<file path="config.mk">
export PLATFORM = sky130hd
export DESIGN_NAME = zorder_box_test_next_key_flat
export DESIGN_NICKNAME = d
export VERILOG_FILES = /design/src/sv/zobt_pkg.sv /design/src/sv/zobt_if.sv /design/src/sv/zorder_box_test_next_key.sv /design/src/flat_wrapper.sv
export SDC_FILE = /design/constraint.sdc
export NUM_CORES = 2
export LEC_CHECK = 0
export ABC_AREA = 0
export ABC_CLOCK_PERIOD_IN_PS = 74600
export BUFFER_PORTS_ARGS = -buffer_cell sky130_fd_sc_hd__clkbuf_2
export CAP_MARGIN = 20
export CELL_PAD_IN_SITES_DETAIL_PLACEMENT = 1
export CELL_PAD_IN_SITES_GLOBAL_PLACEMENT = 1
export CORE_MARGIN = 4
export CORE_UTILIZATION = 40
export DETAILED_ROUTE_END_ITERATION = 8
export PLACE_DENSITY = 0.68
export SLEW_MARGIN = 20
export SYNTH_ARGS = -nofsm -noshare
export SYNTH_HDL_FRONTEND = slang
export SYNTH_SLANG_ARGS = --single-unit
</file>
<file path="constraint.sdc">
create_clock -name clk_i -period 74.6 [get_ports clk_i]
set_input_delay 11.19 -clock clk_i [delete_from_list [all_inputs] [get_ports clk_i]]
set_output_delay 11.19 -clock clk_i [all_outputs]
set_load 0.1 [all_outputs]
</file>
<file path="src/sv/zobt_pkg.sv">
// ----------------------------------------------------------------------------
// zobt_pkg: Z-order box test shared types and helpers
// Widths, status codes and bit-mask helpers for the box test pipeline.
// ----------------------------------------------------------------------------
`default_nettype none

package zobt_pkg;

  localparam int WORD_W    = 64;
  localparam int CFG_IDX_W = 1;
  localparam int STATUS_W  = 2;

  typedef logic [WORD_W-1:0]    word_t;
  typedef logic [STATUS_W-1:0]  status_t;
  typedef logic [CFG_IDX_W-1:0] cfg_idx_t;

  // status codes
  localparam status_t ST_INSIDE = 2'd0;
  localparam status_t ST_NEXT   = 2'd1;
  localparam status_t ST_NONE   = 2'd2;

  // register indexes
  localparam cfg_idx_t REG_BOX_MIN = 1'b0;
  localparam cfg_idx_t REG_BOX_MAX = 1'b1;

  // word bits that belong to dimension d (word bit 63 is position 0)
  function automatic word_t dim_mask(input int dims, input int d);
    word_t m;
    int    cnt;
    m   = '0;
    cnt = 0;
    for (int p = 0; p < WORD_W; p++) begin
      if (cnt == d) m[WORD_W-1-p] = 1'b1;
      cnt = (cnt == dims - 1) ? 0 : cnt + 1;
    end
    return m;
  endfunction

  // partial prefix OR toward lower bits: doubling steps kfrom..kto with
  // base stride; stride 1 gives a whole-word prefix, stride DIMS a per-dim one
  function automatic word_t pref_or(input word_t x, input int stride,
                                    input int kfrom, input int kto);
    word_t r;
    r = x;
    for (int k = 0; k < 6; k++) begin
      if (k >= kfrom && k <= kto && (stride << k) < WORD_W)
        r = r | (r >> (stride << k));
    end
    return r;
  endfunction

  // same as pref_or, but spreading toward higher bits
  function automatic word_t pref_or_up(input word_t x, input int stride,
                                       input int kfrom, input int kto);
    word_t r;
    r = x;
    for (int k = 0; k < 6; k++) begin
      if (k >= kfrom && k <= kto && (stride << k) < WORD_W)
        r = r | (r << (stride << k));
    end
    return r;
  endfunction

endpackage

`default_nettype wire

</file>
<file path="src/sv/zobt_if.sv">
// ----------------------------------------------------------------------------
// zobt_if: channel interfaces of the Z-order box test
// Key request channel, result channel and configuration write channel.
// ----------------------------------------------------------------------------
`default_nettype none

interface zobt_key_if;
  logic           valid;
  logic           ready;
  zobt_pkg::word_t current_key;
  modport source (output valid, output current_key, input ready);
  modport sink   (input valid, input current_key, output ready);
endinterface

interface zobt_res_if;
  logic              valid;
  logic              ready;
  zobt_pkg::status_t status;
  zobt_pkg::word_t   next_key;
  modport source (output valid, output status, output next_key, input ready);
  modport sink   (input valid, input status, input next_key, output ready);
endinterface

interface zobt_cfg_if;
  logic               valid;
  logic               ready;
  zobt_pkg::cfg_idx_t index;
  zobt_pkg::word_t    data;
  modport source (output valid, output index, output data, input ready);
  modport sink   (input valid, input index, input data, output ready);
endinterface

`default_nettype wire

</file>
<file path="src/sv/zorder_box_test_next_key.sv">
// ----------------------------------------------------------------------------
// zorder_box_test_next_key: Z-order box test with next in-box key
// Tests one interleaved key per request against the configured box and
// returns inside / next key / no next key.
// ----------------------------------------------------------------------------
// Usage:
//   key_i  : key requests (valid/ready), one current_key per request.
//   res_o  : one result per request, in order: status and next_key.
//   cfg_i  : register writes, index 0 box_min, index 1 box_max; always ready.
//            Write only while no request is in flight.
// Throughput: one request per cycle while results are taken or the output
//   stage is empty; set by the six-stage pipeline, whose per-dimension and
//   whole-word prefix scans are split into 3-step halves.
// Reset: box_min clears to zero, box_max to all ones, pipeline empties.
// Stall: when the result is not taken, the whole pipeline holds and key_i
//   ready drops; nothing is lost or repeated.
// ----------------------------------------------------------------------------
`default_nettype none

module zorder_box_test_next_key #(
  parameter int DIMS     = 2,
  parameter int KEY_BITS = 64
) (
  input  wire logic        clk_i,
  input  wire logic        rst_ni,
  zobt_key_if.sink         key_i,
  zobt_res_if.source       res_o,
  zobt_cfg_if.sink         cfg_i
);

  localparam int W = zobt_pkg::WORD_W;
  localparam zobt_pkg::word_t KM = (KEY_BITS >= W) ? {W{1'b1}} :
      ~((zobt_pkg::word_t'(1) << (W - KEY_BITS)) - zobt_pkg::word_t'(1));

  // box registers
  zobt_pkg::word_t box_min_q, box_max_q;

  assign cfg_i.ready = 1'b1;

  always_ff @(posedge clk_i or negedge rst_ni) begin
    if (!rst_ni) begin
      box_min_q <= '0;
      box_max_q <= '1;
    end else if (cfg_i.valid) begin
      case (cfg_i.index)
        zobt_pkg::REG_BOX_MIN: box_min_q <= cfg_i.data;
        zobt_pkg::REG_BOX_MAX: box_max_q <= cfg_i.data;
        default: ;
      endcase
    end
  end

  // pipeline advance: everything moves unless the output is full and held
  logic en;
  logic v1_q, v2_q, v3_q, v4_q, v5_q, v6_q;
  assign en = !v6_q || res_o.ready;
  assign key_i.ready = en;

  always_ff @(posedge clk_i or negedge rst_ni) begin
    if (!rst_ni) begin
      {v1_q, v2_q, v3_q, v4_q, v5_q, v6_q} <= '0;
    end else if (en) begin
      v1_q <= key_i.valid;
      v2_q <= v1_q;
      v3_q <= v2_q;
      v4_q <= v3_q;
      v5_q <= v4_q;
      v6_q <= v5_q;
    end
  end

  // stage 1: mask, compare against corners, first half of per-dim scan
  zobt_pkg::word_t s1_c_q, s1_l_q, s1_pl_q, s1_ph_q;
  zobt_pkg::word_t s1_c_d, s1_l_d, s1_h_d;
  assign s1_c_d = key_i.current_key & KM;
  assign s1_l_d = box_min_q & KM;
  assign s1_h_d = box_max_q & KM;

  always_ff @(posedge clk_i) begin
    if (en) begin
      s1_c_q  <= s1_c_d;
      s1_l_q  <= s1_l_d;
      s1_pl_q <= zobt_pkg::pref_or(s1_c_d ^ s1_l_d, DIMS, 0, 2);
      s1_ph_q <= zobt_pkg::pref_or(s1_c_d ^ s1_h_d, DIMS, 0, 2);
    end
  end

  // stage 2: first difference per dim, classify events, start exit scan
  zobt_pkg::word_t s2_seen_l, s2_seen_h, s2_first_l, s2_first_h;
  zobt_pkg::word_t s2_low_d, s2_high_d;
  zobt_pkg::word_t s2_c_q, s2_l_q, s2_low_q, s2_high_q, s2_rise_q, s2_drop_q, s2_ea_q;
  assign s2_seen_l  = zobt_pkg::pref_or(s1_pl_q, DIMS, 3, 5);
  assign s2_seen_h  = zobt_pkg::pref_or(s1_ph_q, DIMS, 3, 5);
  assign s2_first_l = s2_seen_l & ~(s2_seen_l >> DIMS);
  assign s2_first_h = s2_seen_h & ~(s2_seen_h >> DIMS);
  assign s2_low_d   = s2_first_l & ~s1_c_q;
  assign s2_high_d  = s2_first_h & s1_c_q;

  always_ff @(posedge clk_i) begin
    if (en) begin
      s2_c_q    <= s1_c_q;
      s2_l_q    <= s1_l_q;
      s2_low_q  <= s2_low_d;
      s2_high_q <= s2_high_d;
      s2_rise_q <= s2_first_l & s1_c_q;
      s2_drop_q <= s2_first_h & ~s1_c_q;
      s2_ea_q   <= zobt_pkg::pref_or(s2_low_d | s2_high_d, DIMS, 0, 2);
    end
  end

  // stage 3: exit point per dim, events that happen no later than it
  zobt_pkg::word_t s3_seen_e, s3_prior_e, s3_first_e, s3_vdrop;
  zobt_pkg::word_t s3_c_q, s3_l_q, s3_rise_q, s3_low_q, s3_high_q, s3_da_q, s3_ga_q;
  zobt_pkg::word_t s3_fe_q;
  assign s3_seen_e  = zobt_pkg::pref_or(s2_ea_q, DIMS, 3, 5);
  assign s3_prior_e = s3_seen_e >> DIMS;
  assign s3_first_e = s3_seen_e & ~s3_prior_e;
  assign s3_vdrop   = s2_drop_q & ~s3_prior_e;

  always_ff @(posedge clk_i) begin
    if (en) begin
      s3_c_q    <= s2_c_q;
      s3_l_q    <= s2_l_q;
      s3_rise_q <= s2_rise_q & ~s3_prior_e;
      s3_low_q  <= s3_first_e & s2_low_q;
      s3_high_q <= s3_first_e & s2_high_q;
      s3_fe_q   <= s3_first_e;
      s3_da_q   <= zobt_pkg::pref_or(s3_vdrop, DIMS, 0, 2);
      s3_ga_q   <= zobt_pkg::pref_or(s3_first_e, 1, 0, 2);
    end
  end

  // stage 4: earliest exit over all dims, start backward search
  zobt_pkg::word_t s4_drop_seen, s4_gs, s4_cb, s4_cand;
  logic            s4_highcase;
  logic [DIMS-1:0] s4_low_any;
  zobt_pkg::word_t s4_c_q, s4_l_q, s4_rise_q, s4_gs_q, s4_cb_q, s4_qa_q;
  logic            s4_highcase_q, s4_inside_q;
  logic [DIMS-1:0] s4_low_any_q;

  assign s4_drop_seen = zobt_pkg::pref_or(s3_da_q, DIMS, 3, 5);
  assign s4_gs        = zobt_pkg::pref_or(s3_ga_q, 1, 3, 5);
  assign s4_cb        = s4_gs & ~(s4_gs >> 1);
  assign s4_highcase  = |(s4_cb & s3_high_q);
  // earlier positions with a zero key bit in a dim already below max
  assign s4_cand      = ~s3_c_q & s4_drop_seen & ~s4_gs & KM;

  for (genvar d = 0; d < DIMS; d++) begin : g_low_any
    localparam zobt_pkg::word_t DM = zobt_pkg::dim_mask(DIMS, d);
    assign s4_low_any[d] = |(s3_low_q & DM);
  end

  always_ff @(posedge clk_i) begin
    if (en) begin
      s4_c_q        <= s3_c_q;
      s4_l_q        <= s3_l_q;
      s4_rise_q     <= s3_rise_q;
      s4_gs_q       <= s4_gs;
      s4_cb_q       <= s4_cb;
      s4_highcase_q <= s4_highcase;
      s4_inside_q   <= ~|s3_fe_q;
      s4_low_any_q  <= s4_low_any;
      s4_qa_q       <= zobt_pkg::pref_or_up(s4_cand, 1, 0, 2);
    end
  end

  // stage 5: finish search (candidate closest to the exit), choose change
  // position and modified dim
  zobt_pkg::word_t s5_qs, s5_qh;
  logic [DIMS-1:0] s5_mod;
  zobt_pkg::word_t s5_c_q, s5_l_q, s5_rise_q, s5_cb_q, s5_below_q;
  logic [DIMS-1:0] s5_mod_q, s5_low_any_q;
  zobt_pkg::status_t s5_status_q;

  assign s5_qs = zobt_pkg::pref_or_up(s4_qa_q, 1, 3, 5);
  assign s5_qh = s5_qs & ~(s5_qs << 1);

  for (genvar d = 0; d < DIMS; d++) begin : g_mod
    localparam zobt_pkg::word_t DM = zobt_pkg::dim_mask(DIMS, d);
    assign s5_mod[d] = s4_highcase_q && |(s5_qh & DM);
  end

  always_ff @(posedge clk_i) begin
    if (en) begin
      s5_c_q       <= s4_c_q;
      s5_l_q       <= s4_l_q;
      s5_rise_q    <= s4_rise_q;
      s5_cb_q      <= s4_highcase_q ? s5_qh : s4_cb_q;
      s5_below_q   <= s4_highcase_q ? ~s5_qs : (s4_gs_q >> 1);
      s5_mod_q     <= s5_mod;
      s5_low_any_q <= s4_low_any_q;
      if (s4_inside_q)
        s5_status_q <= zobt_pkg::ST_INSIDE;
      else if (s4_highcase_q && ~|s4_qa_q)
        s5_status_q <= zobt_pkg::ST_NONE;
      else
        s5_status_q <= zobt_pkg::ST_NEXT;
    end
  end

  // stage 6: build next key into output register
  logic [DIMS-1:0]   s6_clr, s6_low;
  zobt_pkg::word_t   s6_res;
  zobt_pkg::word_t   next_q;
  zobt_pkg::status_t status_q;

  for (genvar d = 0; d < DIMS; d++) begin : g_dim_ctl
    localparam zobt_pkg::word_t DM = zobt_pkg::dim_mask(DIMS, d);
    assign s6_clr[d] = s5_mod_q[d] || |(s5_rise_q & DM & ~s5_below_q);
    assign s6_low[d] = s5_low_any_q[d] && !s5_mod_q[d];
  end

  for (genvar b = 0; b < W; b++) begin : g_res
    localparam int BD = (W - 1 - b) % DIMS;
    assign s6_res[b] = s6_low[BD]      ? s5_l_q[b] :
                       s5_below_q[b]   ? (s6_clr[BD] ? 1'b0 : s5_l_q[b]) :
                                         (s5_c_q[b] | s5_cb_q[b]);
  end

  always_ff @(posedge clk_i) begin
    if (en) begin
      status_q <= s5_status_q;
      next_q   <= (s5_status_q == zobt_pkg::ST_NEXT) ? (s6_res & KM) : '0;
    end
  end

  assign res_o.valid    = v6_q;
  assign res_o.status   = status_q;
  assign res_o.next_key = next_q;

endmodule

`default_nettype wire

</file>
<file path="src/flat_wrapper.sv">
// flat-port wrapper written by rule: the top's interface ports become plain ports
module zorder_box_test_next_key_flat 
#(
  parameter int DIMS     = 2,
  parameter int KEY_BITS = 64
)
  (clk_i, rst_ni, key_i_valid, key_i_current_key, key_i_ready, res_o_valid, res_o_status, res_o_next_key, res_o_ready, cfg_i_valid, cfg_i_index, cfg_i_data, cfg_i_ready);
  zobt_key_if key_i_i ();
  zobt_res_if res_o_i ();
  zobt_cfg_if cfg_i_i ();
  input  wire logic clk_i;
  input  wire logic rst_ni;
  input wire logic [$bits(key_i_i.valid)-1:0] key_i_valid;
  input wire logic [$bits(key_i_i.current_key)-1:0] key_i_current_key;
  output wire logic [$bits(key_i_i.ready)-1:0] key_i_ready;
  output wire logic [$bits(res_o_i.valid)-1:0] res_o_valid;
  output wire logic [$bits(res_o_i.status)-1:0] res_o_status;
  output wire logic [$bits(res_o_i.next_key)-1:0] res_o_next_key;
  input wire logic [$bits(res_o_i.ready)-1:0] res_o_ready;
  input wire logic [$bits(cfg_i_i.valid)-1:0] cfg_i_valid;
  input wire logic [$bits(cfg_i_i.index)-1:0] cfg_i_index;
  input wire logic [$bits(cfg_i_i.data)-1:0] cfg_i_data;
  output wire logic [$bits(cfg_i_i.ready)-1:0] cfg_i_ready;
  assign key_i_i.valid = key_i_valid;
  assign key_i_i.current_key = key_i_current_key;
  assign key_i_ready = key_i_i.ready;
  assign res_o_valid = res_o_i.valid;
  assign res_o_status = res_o_i.status;
  assign res_o_next_key = res_o_i.next_key;
  assign res_o_i.ready = res_o_ready;
  assign cfg_i_i.valid = cfg_i_valid;
  assign cfg_i_i.index = cfg_i_index;
  assign cfg_i_i.data = cfg_i_data;
  assign cfg_i_ready = cfg_i_i.ready;
  zorder_box_test_next_key #(.DIMS(DIMS), .KEY_BITS(KEY_BITS)) u_core (.clk_i(clk_i), .rst_ni(rst_ni), .key_i(key_i_i), .res_o(res_o_i), .cfg_i(cfg_i_i));
endmodule
</file>
==> results.toml <==
[outcome]
status = "finished, final reports clean"

[pwr]
powerDensity_nw_per_um2 = 42.2
power.leakage_nw = 33.5
vdd_drop_max_uv = 23.4

[logic_synthesis]
synth-main-ff-cell = "edfxtp_1"
synth-async-reset-ratio_pct = 6.30
ys_seq_area_share_pct = 78.4
yosys_warnings = 0
syn-cell-area_um2 = 80700
synth_fp_nets = 5220
synth_edf_count = 1993
ys_seq_elements = 2127
synthCells = 5086
ys_types = 70
syn-mean-instance-area_um2 = 15.9

[setup_path]
crit_arrival_ps = 12010
reg2reg_slack_ps = 68250
end_kind = "output pin"
cp_cell_sequence = "clkbuf_2 > nand2b_4 > clkbuf_2"
cp_num_buf_inv = 2
setup.worst_path.start_class = "input pin"
setup.worst_path.end = "key_i_ready"
cp_max_fo = 9
criticalPathCategory = "in -> out"
slowest_stage = "clkbuf_2"
cp_top_family = "buffers and inverters"
max_stage_delay_ps = 500
crit_required_ps = 63410
rr_worst_depth = 7
worst-path-stages = 3
cp-startpoint = "res_o_ready"
r2r-end = "u_core.s4_cb_q[18]"
crit_path_frequent_cell = "clkbuf_2"
r2r-start = "u_core.res_o.valid"

[timing]
period_share_pct = 31.1
period_needed_ps = 23200
setup_tns_ps = 0
worstMarginPinSlew_ps = 1210
rsz0062_at_grt = "false"
maxSlewViolCount = 0
slew_headroom_pct = 18.5
fin_skew_ps = 55.1
finalSetupViolCount = 0
max_clock_freq_ghz = 0.0431
holdWs_ps = 395
final_hold_viol_count = 0

[clocking]
clk_pin_slew_ps = 60
cts_tree = "built"
numCtsBuffers = 216
cts_resized = 0
post_cts_buffers = 0
htreeDepth = 4
clock_sinks = 2127
clockRootBuffer = "clkbuf_16"
cts_buffer_depth = 3
clk_latency_ps = 890
cts_hold_buffers = 0

[floorplan]
io_pins = 203
die_height_um = 457
die_x_um = 457
coreArea_um2 = 200000
design.die.area_um2 = 209000
fp-row-count = 164
start_util_pct = 40.3

[global_routing]
grt_pass1_vias = 47200
antenna_found_initial = 63
grt_usage_pct = 25.8
grt_pass1_wl_um = 376000
grt_max_degree = 172
grt.overflow.total = 0

[hold_path]
hold_path.class = "reg -> reg"

[drt]
drc = 0
dr.first_iter.drc_count = 6329
final_antenna_net_count = 0
routedWlPerCell_um = 32.7
vias_per_cell = 5.69
drt_first_pass_iters = 6
routed_wirelength_um = 274000
vias = 47600

[place]
dp_hpwl_um = 214000
place.gp.congestion = 0.998
post-place-cells = 7948
portBuffers = 201

[finish]
finalNetCount = 5644
syn2layout_area_growth_pct = 14.9
drive_above_1_share_pct = 16.6
final_cells = 8363

[run]
cap_violations = 0
## power breakdown
| group | switching, W | internal, W | total [W] |
|---|---|---|---|
| sequential | 0.000274 | 0.00179 | 0.00207 |
| combinational | 0.000572 | 0.000176 | 0.000748 |
| clock | 0.000469 | 0.000629 | 0.00110 |
| total | 0.00132 | 0.00260 | 0.00391 |
## logic make-up after synthesis
family          after synthesis  share of synthesized area, %
compound gates              224                          1.76
flops                      2127                          78.4
xor+xnor                    130                          1.41
simple gates               2095                          13.9
other cells                   1                       0.00464
mux                         242                          3.34
buf+inv                     267                          1.25
## synthesized netlist by cell type (5+ instances only)
master / instances / area (um2)
dfrtp_1: 70 / 1750
xnor2_1: 89 / 780
nor4_1: 210 / 1310
and3_1: 78 / 488
nor3b_1: 62 / 465
a22oi_1: 19 / 143
dfstp_2: 64 / 1680
or4_1: 18 / 135
inv_1: 183 / 687
o22ai_1: 15 / 93.8
xor2_1: 41 / 359
a211o_1: 6 / 52.6
a21boi_0: 7 / 52.6
and3b_1: 56 / 490
nand3_1: 118 / 591
a2111oi_0: 6 / 52.6
nor3_1: 296 / 1480
nand3b_1: 20 / 150
buf_1: 9 / 33.8
a221oi_1: 13 / 114
or3_1: 71 / 444
or2_2: 28 / 175
mux2i_1: 21 / 210
o21ai_0: 32 / 160
a21oi_1: 89 / 445
nand4_1: 46 / 288
mux2_2: 221 / 2490
nor4b_1: 11 / 96.3
nand2_1: 308 / 1160
and2_1: 215 / 1350
nand2b_1: 47 / 294
o21a_1: 5 / 37.5
clkbuf_1: 72 / 270
nor2b_1: 91 / 569
nor2_1: 399 / 1500
edfxtp_1: 1993 / 59800
## stage by stage
stage / instance area [um2] / util [%] / power [W] / setup slack, ps
final: 92800 / 46.3 / 0.00391 / 51400
after global routing: 92800 / 46.3 / 0.00405 / 51370
after CTS: 92700 / 46.3 / 0.00393 / 51380
after detailed placement: 85500 / 42.7 / 0.00283 / 51380
after global placement: 85500 / 42.7 / 0.00280 / 51380
after floorplan: 80700 / - / 0.00272 / 26860
## layout make-up
| type | count | area (um2) |
|---|---|---|
| Multi-Input combinational cell | 2692 | 16500 |
| Fill cell | 19600 | 107000 |
| Clock inverter | 128 | 1510 |
| Inverter | 183 | 687 |
| Timing Repair Buffer | 290 | 1690 |
| Sequential cell | 2127 | 63300 |
| Tap cell | 2656 | 3320 |
| Clock buffer | 272 | 5720 |
| Antenna cell | 15 | 37.5 |
## routing by layer
layer / GRT usage (%) / wire length, um
met1: 38.0 / 118000
met2: 38.9 / 122000
met3: 4.87 / 24900
met4: 8.24 / 8940
met5: 0 / 47
## layout by cell type (no fill, tap or decap), drive strengths merged, types with 72 or more instances in the layout
cell type,synthesis,routed
a21oi,89,89
inv,183,190
nor4,213,213
mux2,221,221
and3,78,78
clkbuf,72,472
edfxtp,1993,1993
buf,12,90
clkinv,0,88
xnor2,89,89
nor2,399,399
nand3,118,118
nand2,308,308
and2,216,216
nor3,299,299
or3,72,72
nor2b,91,91
## worst min path at each step
stage                     slack, ps                  from  cells past startpoint              endpoint
after floorplan                 400      u_core.s1_l_q[0]                      0      u_core.s2_l_q[0]
final                           400     u_core.s2_l_q[21]                      0     u_core.s3_l_q[21]
after CTS                       380     u_core.s4_c_q[40]                      0     u_core.s5_c_q[40]
after detailed placement        410   u_core.s4_rise_q[2]                      0   u_core.s5_rise_q[2]
after global routing            400     u_core.s4_c_q[40]                      0     u_core.s5_c_q[40]
after global placement          400  u_core.s4_rise_q[40]                      0  u_core.s5_rise_q[40]
Note: power is estimated with default switching activity, not from simulation.
